<file path="config.mk">
export PLATFORM = sky130hd
export DESIGN_NAME = ethercat_datagram_framer
export DESIGN_NICKNAME = d
export VERILOG_FILES = /design/src/rtl/ecat_pkg.sv /design/src/rtl/ecat_ctrl.sv /design/src/rtl/ecat_dp.sv /design/src/rtl/ethercat_datagram_framer.sv
export SDC_FILE = /design/constraint.sdc
export NUM_CORES = 1
export LEC_CHECK = 0
export BUFFER_PORTS_ARGS = -buffer_cell sky130_fd_sc_hd__buf_2
export CORE_ASPECT_RATIO = 0.5
export CORE_UTILIZATION = 50
export CTS_CLUSTER_DIAMETER = 200
export DETAILED_ROUTE_END_ITERATION = 10
export PLACE_DENSITY = 0.69
export SETUP_SLACK_MARGIN = 0.15
export SKIP_LAST_GASP = 1
export SYNTH_ARGS = -nofsm -noshare
export SYNTH_HDL_FRONTEND = slang
export SYNTH_SLANG_ARGS = --single-unit
</file>
<file path="constraint.sdc">
create_clock -name clk_i -period 9.96 [get_ports clk_i]
set_input_delay 0.996 -clock clk_i [delete_from_list [all_inputs] [get_ports clk_i]]
set_output_delay 0.996 -clock clk_i [all_outputs]
set_load 0.01 [all_outputs]
</file>
<file path="src/rtl/ecat_pkg.sv">
// Package for the datagram framer: shared constants, request/result codes, ctrl/datapath structs.
// No dependencies.
`timescale 1ns / 1ps
package ecat_pkg;
  localparam int unsigned FrameBytesMax = 1500;
  localparam int unsigned MinFrame      = 46;
  localparam int unsigned HdrBytes      = 12;

  localparam logic [1:0] REQ_START = 2'd0;
  localparam logic [1:0] REQ_TX    = 2'd1;
  localparam logic [1:0] REQ_RX    = 2'd2;

  localparam logic [1:0] KIND_TX_BYTE  = 2'd0;
  localparam logic [1:0] KIND_RX_BYTE  = 2'd1;
  localparam logic [1:0] KIND_TX_STAT  = 2'd2;
  localparam logic [1:0] KIND_RX_STAT  = 2'd3;

  localparam logic [2:0] ST_OK       = 3'd0;
  localparam logic [2:0] ST_SHORT    = 3'd1;
  localparam logic [2:0] ST_LEN      = 3'd2;
  localparam logic [2:0] ST_INCOMPL  = 3'd3;
  localparam logic [2:0] ST_ANOMALY  = 3'd4;
  localparam logic [2:0] ST_TOO_LONG = 3'd5;

  localparam logic [1:0] PH_READY    = 2'd0;
  localparam logic [1:0] PH_SENT     = 2'd1;
  localparam logic [1:0] PH_RECEIVED = 2'd2;

  // controller -> datapath
  typedef struct packed {
    logic load;       // capture input request
    logic start_ok;   // commit start command
    logic too_long;   // reject start
    logic tx_byte;    // consume payload byte
    logic rx_byte;    // parse received byte
    logic emit;       // push one result into output register
    logic [1:0] kind;
    logic [5:0] pos;  // header/tail byte position
    logic sel_hdr;    // emit header byte at pos
    logic sel_pay;    // emit payload byte
    logic sel_tail;   // emit zero tail byte
    logic tail_end;
    logic sel_rx;     // emit received payload byte
    logic sel_rxst;   // emit receive status
    logic last;
  } ecat_cmd_t;

  // datapath -> controller
  typedef struct packed {
    logic [1:0]  req;
    logic        len_too_long;
    logic        len_zero;
    logic        tx_rem_zero;
    logic        tx_rem_one;
    logic [5:0]  tail_first;  // first tail position
    logic [5:0]  tail_end;    // last tail position
    logic        rx_stream;   // received byte is a matched payload byte
    logic        rx_last;
    logic        out_busy;
  } ecat_sts_t;
endpackage

</file>
<file path="src/rtl/ecat_ctrl.sv">
// Controller FSM of the datagram framer: sequences header, payload, tail and status results.
// Depends on ecat_pkg.
`timescale 1ns / 1ps
module ecat_ctrl import ecat_pkg::*; (
  input  logic      clk_i,
  input  logic      rst_ni,
  input  logic      in_valid_i,
  output logic      in_stall_o,
  input  ecat_sts_t sts_i,
  output ecat_cmd_t cmd_o
);
  localparam logic [2:0] S_IDLE = 3'd0;
  localparam logic [2:0] S_DEC  = 3'd1;
  localparam logic [2:0] S_HDR  = 3'd2;
  localparam logic [2:0] S_TAIL = 3'd3;
  localparam logic [2:0] S_RXST = 3'd4;

  logic [2:0] state_q, state_d;
  logic [5:0] pos_q, pos_d;
  logic [5:0] tend_q, tend_d;
  logic       hold;

  assign in_stall_o = (state_q != S_IDLE);
  assign hold = sts_i.out_busy;

  always_comb begin
    state_d = state_q;
    pos_d   = pos_q;
    tend_d  = tend_q;
    cmd_o   = '0;
    cmd_o.pos = pos_q;
    case (state_q)
      S_IDLE: begin
        if (in_valid_i) begin
          cmd_o.load = 1'b1;
          state_d = S_DEC;
        end
      end
      S_DEC: begin
        if (!hold) begin
          case (sts_i.req)
            REQ_START: begin
              if (sts_i.len_too_long) begin
                cmd_o.too_long = 1'b1;
                cmd_o.emit = 1'b1;
                cmd_o.kind = KIND_TX_STAT;
                cmd_o.last = 1'b1;
                state_d = S_IDLE;
              end else begin
                cmd_o.start_ok = 1'b1;
                pos_d = 6'd0;
                state_d = S_HDR;
              end
            end
            REQ_TX: begin
              if (sts_i.tx_rem_zero) begin
                state_d = S_IDLE;
              end else begin
                cmd_o.tx_byte = 1'b1;
                cmd_o.emit = 1'b1;
                cmd_o.sel_pay = 1'b1;
                cmd_o.kind = KIND_TX_BYTE;
                if (sts_i.tx_rem_one) begin
                  pos_d  = sts_i.tail_first;
                  tend_d = sts_i.tail_end;
                  state_d = S_TAIL;
                end else begin
                  cmd_o.last = 1'b1;
                  state_d = S_IDLE;
                end
              end
            end
            REQ_RX: begin
              cmd_o.rx_byte = 1'b1;
              if (sts_i.rx_stream) begin
                cmd_o.emit = 1'b1;
                cmd_o.sel_rx = 1'b1;
                cmd_o.kind = KIND_RX_BYTE;
                cmd_o.last = !sts_i.rx_last;
              end
              state_d = sts_i.rx_last ? S_RXST : S_IDLE;
            end
            default: state_d = S_IDLE;
          endcase
        end
      end
      S_HDR: begin
        if (!hold) begin
          cmd_o.emit = 1'b1;
          cmd_o.sel_hdr = 1'b1;
          cmd_o.kind = KIND_TX_BYTE;
          pos_d = pos_q + 6'd1;
          if (pos_q == 6'(HdrBytes - 1)) begin
            if (sts_i.len_zero) begin
              pos_d  = 6'(HdrBytes);
              tend_d = 6'(MinFrame - 1);
              state_d = S_TAIL;
            end else begin
              cmd_o.last = 1'b1;
              state_d = S_IDLE;
            end
          end
        end
      end
      S_TAIL: begin
        if (!hold) begin
          cmd_o.emit = 1'b1;
          cmd_o.sel_tail = 1'b1;
          cmd_o.kind = KIND_TX_BYTE;
          pos_d = pos_q + 6'd1;
          if (pos_q == tend_q) begin
            cmd_o.tail_end = 1'b1;
            cmd_o.last = 1'b1;
            state_d = S_IDLE;
          end
        end
      end
      S_RXST: begin
        if (!hold) begin
          cmd_o.emit = 1'b1;
          cmd_o.sel_rxst = 1'b1;
          cmd_o.kind = KIND_RX_STAT;
          cmd_o.last = 1'b1;
          state_d = S_IDLE;
        end
      end
      default: state_d = S_IDLE;
    endcase
  end

  always_ff @(posedge clk_i or negedge rst_ni) begin
    if (!rst_ni) begin
      state_q <= S_IDLE;
      pos_q   <= '0;
      tend_q  <= '0;
    end else begin
      state_q <= state_d;
      pos_q   <= pos_d;
      tend_q  <= tend_d;
    end
  end
endmodule

</file>
<file path="src/rtl/ecat_dp.sv">
// Datapath of the datagram framer: command state, receive parser, result register.
// Depends on ecat_pkg.
`timescale 1ns / 1ps
module ecat_dp import ecat_pkg::*; (
  input  logic        clk_i,
  input  logic        rst_ni,
  input  logic [1:0]  req_type_i,
  input  logic [7:0]  cmd_type_i,
  input  logic [31:0] slave_address_i,
  input  logic [10:0] payload_length_i,
  input  logic [7:0]  data_byte_i,
  input  logic        frame_last_i,
  input  ecat_cmd_t   cmd_i,
  output ecat_sts_t   sts_o,
  output logic        out_valid_o,
  input  logic        out_stall_i,
  output logic [1:0]  kind_o,
  output logic [7:0]  byte_value_o,
  output logic        frame_end_o,
  output logic [2:0]  status_o,
  output logic [15:0] working_counter_o,
  output logic        run_last_o
);
  // captured request
  logic [1:0]  req_q;
  logic [7:0]  ctype_q, byte_q;
  logic [31:0] addr_q;
  logic [10:0] len_q;
  logic        flast_q;

  // command state
  logic [7:0]  next_index_q, p_type_q, p_index_q;
  logic [10:0] p_len_q, tx_rem_q;
  logic [1:0]  phase_q;
  logic        p_write_q;

  // receive state
  logic [11:0] rx_count_q;
  logic [10:0] rx_flen_q;
  logic [31:0] rx_hdr_q;
  logic [15:0] rx_wc_q;
  logic        rx_match_q;
  logic [2:0]  rx_st_q;
  logic [15:0] rx_wcout_q;

  // output register
  logic        ovalid_q, ofe_q, olast_q;
  logic [1:0]  okind_q;
  logic [7:0]  obyte_q;
  logic [2:0]  ost_q;
  logic [15:0] owc_q;

  logic [10:0] dl_cur;
  logic [12:0] dl12, p_ext;
  logic [11:0] glen;
  logic [12:0] tail_pos;
  logic [7:0]  hdr_byte, out_byte;
  logic        is_wr;

  // receive parser
  logic [31:0] hdr_d;
  logic [10:0] dl_d;
  logic        match_d;
  logic [15:0] wc_d;
  logic [10:0] flen_d;
  logic [12:0] n_ext;
  logic [2:0]  st_d;

  assign dl_cur = {rx_hdr_q[26:24], rx_hdr_q[23:16]};
  assign dl12   = 13'(dl_cur) + 13'd12;
  assign p_ext  = {1'b0, rx_count_q};
  assign glen   = 12'(len_q) + 12'd12;
  assign is_wr  = (ctype_q == 8'h02) || (ctype_q == 8'h05) ||
                  (ctype_q == 8'h08) || (ctype_q == 8'h0C);
  // tail starts right after the payload; only a short payload leaves room for padding
  assign tail_pos = 13'(p_len_q) + 13'(HdrBytes);

  assign sts_o.req          = req_q;
  assign sts_o.len_too_long = (12'(len_q) + 12'd14) > 12'(FrameBytesMax);
  assign sts_o.len_zero     = (p_len_q == '0);
  assign sts_o.tx_rem_zero  = (tx_rem_q == '0);
  assign sts_o.tx_rem_one   = (tx_rem_q == 11'd1);
  assign sts_o.tail_first   = (tail_pos < 13'(MinFrame - 2)) ? tail_pos[5:0] : 6'd0;
  assign sts_o.tail_end     = (tail_pos < 13'(MinFrame - 2)) ? 6'(MinFrame - 1) : 6'd1;
  assign sts_o.rx_stream    = (rx_count_q >= 12'd12) && (p_ext < dl12) && rx_match_q;
  assign sts_o.rx_last      = flast_q;
  assign sts_o.out_busy     = ovalid_q && out_stall_i;

  always_comb begin
    case (cmd_i.pos[3:0])
      4'd0:    hdr_byte = glen[7:0];
      4'd1:    hdr_byte = {5'b00010, glen[10:8]};
      4'd2:    hdr_byte = p_type_q;
      4'd3:    hdr_byte = p_index_q;
      4'd4:    hdr_byte = addr_q[7:0];
      4'd5:    hdr_byte = addr_q[15:8];
      4'd6:    hdr_byte = addr_q[23:16];
      4'd7:    hdr_byte = addr_q[31:24];
      4'd8:    hdr_byte = p_len_q[7:0];
      4'd9:    hdr_byte = {5'b0, p_len_q[10:8]};
      default: hdr_byte = 8'h00;
    endcase
    out_byte = 8'h00;
    if (cmd_i.sel_hdr) out_byte = hdr_byte;
    if (cmd_i.sel_pay) out_byte = p_write_q ? byte_q : 8'h00;
    if (cmd_i.sel_rx)  out_byte = byte_q;
  end

  // request capture and result register
  always_ff @(posedge clk_i) begin
    if (cmd_i.load) begin
      req_q   <= req_type_i;
      ctype_q <= cmd_type_i;
      addr_q  <= slave_address_i;
      len_q   <= payload_length_i;
      byte_q  <= data_byte_i;
      flast_q <= frame_last_i;
    end
    if (cmd_i.emit) begin
      okind_q <= cmd_i.kind;
      obyte_q <= out_byte;
      ofe_q   <= cmd_i.tail_end;
      olast_q <= cmd_i.last;
      ost_q   <= cmd_i.too_long ? ST_TOO_LONG : (cmd_i.sel_rxst ? rx_st_q : ST_OK);
      owc_q   <= cmd_i.sel_rxst ? rx_wcout_q : 16'h0;
    end
  end

  always_ff @(posedge clk_i or negedge rst_ni) begin
    if (!rst_ni) begin
      ovalid_q <= 1'b0;
    end else if (cmd_i.emit) begin
      ovalid_q <= 1'b1;
    end else if (!out_stall_i) begin
      ovalid_q <= 1'b0;
    end
  end

  // command state
  always_ff @(posedge clk_i or negedge rst_ni) begin
    if (!rst_ni) begin
      next_index_q <= '0;
      p_type_q     <= '0;
      p_index_q    <= '0;
      p_len_q      <= '0;
      tx_rem_q     <= '0;
      phase_q      <= PH_READY;
      p_write_q    <= 1'b0;
    end else begin
      if (cmd_i.too_long) begin
        phase_q  <= PH_READY;
        tx_rem_q <= '0;
      end
      if (cmd_i.start_ok) begin
        p_index_q    <= next_index_q;
        next_index_q <= next_index_q + 8'd1;
        p_type_q     <= ctype_q;
        p_len_q      <= len_q;
        p_write_q    <= is_wr;
        phase_q      <= PH_SENT;
        tx_rem_q     <= len_q;
      end
      if (cmd_i.tx_byte) tx_rem_q <= tx_rem_q - 11'd1;
      if (cmd_i.rx_byte && flast_q && (st_d == ST_OK)) phase_q <= PH_RECEIVED;
    end
  end

  always_comb begin
    hdr_d   = rx_hdr_q;
    match_d = rx_match_q;
    wc_d    = rx_wc_q;
    flen_d  = rx_flen_q;
    dl_d    = dl_cur;
    case (rx_count_q)
      12'd0: begin
        hdr_d   = {24'h0, byte_q};
        match_d = 1'b0;
        wc_d    = '0;
        flen_d  = '0;
        dl_d    = '0;
      end
      12'd1: begin
        flen_d = {byte_q[2:0], rx_hdr_q[7:0]};
        hdr_d  = '0;
        dl_d   = '0;
      end
      12'd2: hdr_d[7:0]   = byte_q;
      12'd3: hdr_d[15:8]  = byte_q;
      12'd8: hdr_d[23:16] = byte_q;
      12'd9: begin
        hdr_d[31:24] = byte_q;
        dl_d    = {byte_q[2:0], rx_hdr_q[23:16]};
        match_d = (phase_q == PH_SENT) && (rx_hdr_q[7:0] == p_type_q) &&
                  (rx_hdr_q[15:8] == p_index_q) && (dl_d == p_len_q);
      end
      default: begin
        if (rx_count_q >= 12'd12) begin
          if (p_ext == dl12) wc_d[7:0] = byte_q;
          else if (p_ext == dl12 + 13'd1) wc_d[15:8] = byte_q;
        end
      end
    endcase
    n_ext = p_ext + 13'd1;
    if (n_ext < 13'd2)                  st_d = ST_SHORT;
    else if (13'(flen_d) > n_ext)       st_d = ST_LEN;
    else if (n_ext - 13'd2 < 13'(dl_d) + 13'd12) st_d = ST_INCOMPL;
    else if (!match_d)                  st_d = ST_ANOMALY;
    else                                st_d = ST_OK;
  end

  always_ff @(posedge clk_i or negedge rst_ni) begin
    if (!rst_ni) begin
      rx_count_q <= '0;
      rx_flen_q  <= '0;
      rx_hdr_q   <= '0;
      rx_wc_q    <= '0;
      rx_match_q <= 1'b0;
      rx_st_q    <= ST_OK;
      rx_wcout_q <= '0;
    end else if (cmd_i.rx_byte) begin
      rx_hdr_q  <= hdr_d;
      rx_flen_q <= flen_d;
      rx_wc_q   <= wc_d;
      if (flast_q) begin
        rx_count_q <= '0;
        rx_match_q <= 1'b0;
        rx_st_q    <= st_d;
        rx_wcout_q <= (st_d == ST_OK) ? wc_d : 16'h0;
      end else begin
        rx_match_q <= match_d;
        if (rx_count_q != 12'hFFF) rx_count_q <= rx_count_q + 12'd1;
      end
    end
  end

  assign out_valid_o       = ovalid_q;
  assign kind_o            = okind_q;
  assign byte_value_o      = obyte_q;
  assign frame_end_o       = ofe_q;
  assign status_o          = ost_q;
  assign working_counter_o = owc_q;
  assign run_last_o        = olast_q;
endmodule

</file>
<file path="src/rtl/ethercat_datagram_framer.sv">
// Top level of the single-datagram frame builder and checker.
// Depends on ecat_pkg, ecat_ctrl, ecat_dp.
`timescale 1ns / 1ps
// One request is taken at a time. A start request emits one result per header byte and, for
// an empty payload, per tail byte (12 header bytes, and 34 tail bytes); a payload request
// emits one byte if any remain, and the tail after the final payload byte; a received byte
// emits a matched payload byte and, on the last byte of a frame, the receive status. Every
// result passes one output register, which the controller waits on while it is stalled.
module ethercat_datagram_framer import ecat_pkg::*; (
  input  logic        clk_i,
  input  logic        rst_ni,
  input  logic        in_valid_i,
  output logic        in_stall_o,
  input  logic [1:0]  req_type_i,
  input  logic [7:0]  cmd_type_i,
  input  logic [31:0] slave_address_i,
  input  logic [10:0] payload_length_i,
  input  logic [7:0]  data_byte_i,
  input  logic        frame_last_i,
  output logic        out_valid_o,
  input  logic        out_stall_i,
  output logic [1:0]  kind_o,
  output logic [7:0]  byte_value_o,
  output logic        frame_end_o,
  output logic [2:0]  status_o,
  output logic [15:0] working_counter_o,
  output logic        run_last_o
);
  ecat_cmd_t cmd;
  ecat_sts_t sts;

  ecat_ctrl u_ctrl (
    .clk_i, .rst_ni, .in_valid_i, .in_stall_o,
    .sts_i(sts), .cmd_o(cmd)
  );

  ecat_dp u_dp (
    .clk_i, .rst_ni, .req_type_i, .cmd_type_i, .slave_address_i, .payload_length_i,
    .data_byte_i, .frame_last_i, .cmd_i(cmd), .sts_o(sts), .out_valid_o, .out_stall_i,
    .kind_o, .byte_value_o, .frame_end_o, .status_o, .working_counter_o, .run_last_o
  );
endmodule
</file>
; ---- Word level (Yosys, flattened, before mapping)
; Cells that the tools add are included.
[op_classes]
n_reduce_logical = 44
bitwise = 2
addsub = 12
n_mux = 106
order_cmp = 7
n_eq_ne = 50
[ops]
columns = op, n
row1 = $mux 6, 17
row2 = $pmux 8 s10, 1
row3 = $mux 8, 7
row4 = $mux 3, 18
row5 = $add 11x4->12 const B, 4
row6 = $pmux 8 s2, 3
row7 = $pmux 11 s2, 2
row8 = $mux 11, 3
row9 = $mux 16, 2
row10 = $pmux 16 s2, 1
row11 = $mux 1, 28
row12 = $pmux 3 s3, 3
row13 = $eq 12x13->1, 2
row14 = $eq 12x2->1 const B, 2
row15 = $eq 12x4->1 const B, 2
row16 = $mux 12, 2
row17 = $pmux 6 s2, 2
row18 = $logic_not 11->1, 2
row19 = $mux 2, 9
row20 = $ne 2x2->1 const B, 9
row21 = $pmux 6 s3, 1
row22 = $eq 4x3->1 const B, 4
row23 = $eq 8x4->1 const B, 2
row24 = $eq 8x8->1, 2
row25 = 55 further kinds, 93
[word_totals]
register_bits = 244
wordCells = 255
input_bits = 66
out_inout_bits = 33

; ---- Depth between registers and ports, before layout
[logic_depth]
depth_word = 12
mapped_depth = 22
depth_no_buf = 18

; ---- By module
; A second synthesis with hierarchy kept.
[unflattened]
hier_cells = 1376
hier_area_um2 = 14079.8
[by_module_without_submodules]
columns = mod, area_each_um2, seq_area_each_um2, instances, cells_per_inst
row1 = ecat_dp, 12747.2, 6195.9, 1, 1208
row2 = ecat_ctrl, 1332.5, 375.4, 1, 168

; ---- Worst setup path before layout
; No wires, ideal clock.
[synth_timing]
kind = input-to-reg
from = input out_stall_i
to = register u_dp.addr_q[0], enable pin
setup_slack_ns = 5.131
arrival_ns = 4.347
required_time_ns = 9.478
setup_time_ns = 0.482
path_buffers = 1
stages = 5
path_cell_list = and2_1 clkbuf_1 a221oi_1 o21ai_0 nor2_1
[synth_rtl]
columns = element, line_no
row1 = start: declaration, ethercat_datagram_framer.sv:21  ; input logic out_stall_i,
row2 = end signal: assignment, ecat_dp.sv:114  ; addr_q <= slave_address_i;
row3 = end: declaration, ecat_dp.sv:27  ; logic [31:0] addr_q;

; ---- Worst setup path in the final report
[layout_timing]
from = register u_dp.rx_count_q[5]
to = register u_dp.rx_wcout_q[9]
[layout_via]
elab_chain_len = 10
word_cells_on_any_way = 30
classes_between = add/sub: 3 / order compare: 4 / eq/ne: 7 / mux: 12 / reduce/logical: 4
[layout_rtl]
columns = element, line_no
row1 = start: declaration, ecat_dp.sv:38  ; logic [11:0] rx_count_q;
row2 = start signal: assignment, ecat_dp.sv:231  ; if (rx_count_q != 12'hFFF) rx_count_q <= rx_count_q + 12'd1;
row3 = "parallel branches: the longest is 9 deep, another holds $add 12x1->13", --
row4 = $mux 16 *, ecat_dp.sv:228  ; rx_wcout_q <= (st_d == ST_OK) ? wc_d : 16'h0;
row5 = end signal: assignment, ecat_dp.sv:228
row6 = end: declaration, ecat_dp.sv:44  ; logic [15:0] rx_wcout_q;
; Every way passes the cells marked *.
; A chain may end at the register's enable or synchronous reset.

==> impl_results.md <==
- DR vias/cell: 6.24
- Core Box Area: 25600 sq um
- Critical path startpoint: u_dp.rx_count_q[5]
- Total of max-cap violations: 0
- Num Clock Sinks: 240
- Pleak: 6.27 nW
- Routed len/inst: 20.8 um
- Final worst slack: 4.84 ns
- Clock transition at the registers of the reported paths: 0.07 ns
- Slew @ Worst Pin: 1.16 ns
- Data required, critical path: 10.38 ns
- Crit Path Category: flop to flop
- Relative slew margins: 0.226
- CTS buffer count: 23
- Post-DRT Antenna Nets: 0
- Endpoints failing hold: 0
- Hpwl dp: 25.8 mm
- Hold path startpoint: u_dp.rx_st_q[1]
- Synth top area share: 0.276
- Initial antenna violation count: 0
- Register area share after synthesis: 0.486
- Port-buffer cells: 98
- CTS HTree Levels: 1
- Synth warnings: 0
- Pwr Total: 0.00448 W
- Chip width: 233 um
- Drc violations: 0
- Final setup TNS: 0 ns
- Clock tree from TritonCTS: built
- Netlist cell types: 79
- Post-synth EDFFs: 93
- Worst skew pair latency: 0.54 ns
- # IOs: 99
- Final Cell Area: 14800 sq um
- Area leader, netlist: dfrtp_1
- Diode count: 0
- Synth top area cells: dfrtp_1 28%, edfxtp_1 21%, a22o_1 5.4%
- Post-synth top flop: dfrtp_1
- Hold Crit Class: flop to flop
- Resize count post-CTS: 0
- Cell area power density: 303 nW/um^2
- Yosys reg bits: 240
- Fin crit period: 5.12 ns
- Setup Buffers After CTS: 0
- CP startpoint kind: flop
- Via count: 10598
- Top post-synthesis cells by count: 147 x dfrtp_1, 145 x nand2_1, 93 x edfxtp_1
- Layout Skew: 0.0120 ns
- Hold_buf cts: 0
- CP Max Fanout: 20
- Grt ovf: 0
- Final setup fails: 0
- Final Slew Violations: 0
- Synthesized area: 13300 sq um
- CTS root buffer: clkbuf_16
- WL final: 35.3 mm
- Ratio of cells with drive above 1 in the final layout: 0.147
- Global-route wire length before repair: 56.7 mm
- Syn_nets: 1396
- Filler instances: 2191
- Clock Path Buffers: 3
- Fmax: 195 MHz
- RSZ-0062 raised after global routing: no
- All-Layer GR Usage: 0.263
- Period Utilization, post-route: 0.514
- DR pass1 iterations: 5
- Area Overhead vs Synth: 11.3%
- Post-synth ARST share: 0.613
- Cells after Synth: 1276
- RePlAce Congestion: 0.935
- Crit. End Element: flop
- Vias in the first global route: 10266
- Final #Nets: 1457
- Status: completed
- Most common cell in the netlist: dfrtp_1
- VDD IR max: 0.000153 V
- Initial Util: 0.519
- Place WS: 4.92 ns
- RR Startpoint: u_dp.rx_count_q[5]
- Row cnt: 41
- Largest net degree at the start of global routing: 98
- Die Height: 117 um
- Cell Area, Placed: 14000 sq um
- Final Util: 0.577
- Die area: 27300 sq um
- Initial DRC Count: 1098
- Worst EP arrival: 5.54 ns
- Mean Syn Cell Area: 10.4 sq um
==> through the flow <==
step | std cells | hold WS, ns
after global placement | 1656 | 0.459
after CTS | 1698 | 0.489
after global routing | 1698 | 0.503
after detailed placement | 1656 | 0.469
final | 1698 | 0.483
after floorplan | 1276 | 0.440
==> kinds of logic after synthesis <==
| logic type | count (synthesis) | synth area share |
|---|---|---|
| compound gates | 343 | 0.189 |
| simple gates | 410 | 0.156 |
| buf+inv | 116 | 0.0349 |
| mux | 23 | 0.0192 |
| flops | 240 | 0.486 |
| xor+xnor | 90 | 0.0638 |
| fa+ha+maj | 54 | 0.0508 |
==> cell type report <==
type | count | area [sq um] | share of cell area
Clock inverter | 12 | 144 | 0.00972
Timing Repair Buffer | 111 | 594 | 0.0401
Inverter | 41 | 154 | 0.0104
Tap cell | 344 | 430 | 0.0291
Sequential cell | 240 | 6470 | 0.437
Multi-Input combinational cell | 920 | 6390 | 0.432
Clock buffer | 30 | 622 | 0.0420
==> routing by layer <==
| metal | GRT usage | routed length, um |
|---|---|---|
| met5 | 0 | 0 |
| met4 | 0.0682 | 765 |
| met3 | 0.0430 | 2490 |
| met2 | 0.393 | 15500 |
| met1 | 0.394 | 16500 |
==> registers in the layout, summed over array words and instances, names as in the netlist, 2 cells and up <==
register,flops
u_dp.kind_o,2
u_ctrl.tend_q,2
u_dp.phase_q,2
u_dp.rx_flen_q,11
u_dp.rx_hdr_q,27
u_dp.rx_count_q,12
u_dp.p_len_q,11
u_dp.ctype_q,8
u_dp.byte_q,8
u_dp.len_q,11
u_ctrl.pos_q,6
u_dp.status_o,3
u_dp.p_index_q,8
u_dp.addr_q,32
u_dp.working_counter_o,16
u_dp.req_q,2
u_dp.p_type_q,8
u_dp.byte_value_o,8
u_dp.next_index_q,8
u_ctrl.state_q,3
u_dp.rx_wc_q,16
u_dp.rx_st_q,3
u_dp.rx_wcout_q,16
u_dp.tx_rem_q,11
==> path summary, 6_finish.rpt <==
kind | to | slack, ns | cells after the start
worst max-delay path | u_dp.rx_wcout_q[9] | 4.84 | 16
worst min-delay path | u_dp.rx_st_q[1] | 0.48 | 2
worst max register to register | u_dp.rx_wcout_q[9] | 4.84 | 16
worst min register to register | u_dp.rx_st_q[1] | 0.48 | 2
max in group asynchronous | u_dp.rx_hdr_q[12] | 8.12 | 2
min in group asynchronous | u_dp.next_index_q[0] | 0.58 | 1
==> power breakdown <==
| part | leakage [nW] | switching, W | internal (W) |
|---|---|---|---|
| clock network | 0.378 | 0.000391 | 0.000521 |
| logic | 3.05 | 0.00111 | 0.000670 |
| registers | 2.85 | 0.000332 | 0.00146 |
| total | 6.27 | 0.00184 | 0.00265 |
==> worst max-delay path, cell delays in order, from the launching register on <==
cell and delay [ns]:
dfrtp_1 0.52, nor4_1 0.60, nand4_1 0.84, nand2_1 0.28, ha_1 0.24, nor2_1 0.08
xor2_1 0.13, nand2_1 0.08, ha_1 0.33, a21o_1 0.16, a21o_1 0.17, a21o_1 0.16
a21oi_1 0.14, o211ai_1 0.11, o31a_1 0.34, and3b_1 0.41, o221a_2 0.39
==> cells in the final DEF, fill, tap and decap left out, types with 27 or more instances in the layout <==
cell type / n
nand2_1: 145
buf_2: 97
a21oi_1: 43
o21ai_0: 80
nor2_1: 56
inv_1: 40
nand3_1: 31
ha_1: 54
and3_1: 28
nor3_1: 27
dfrtp_1: 147
xnor2_1: 50
edfxtp_1: 93
xor2_1: 36
a22o_1: 82
Note: power is estimated with default switching activity, not from simulation.
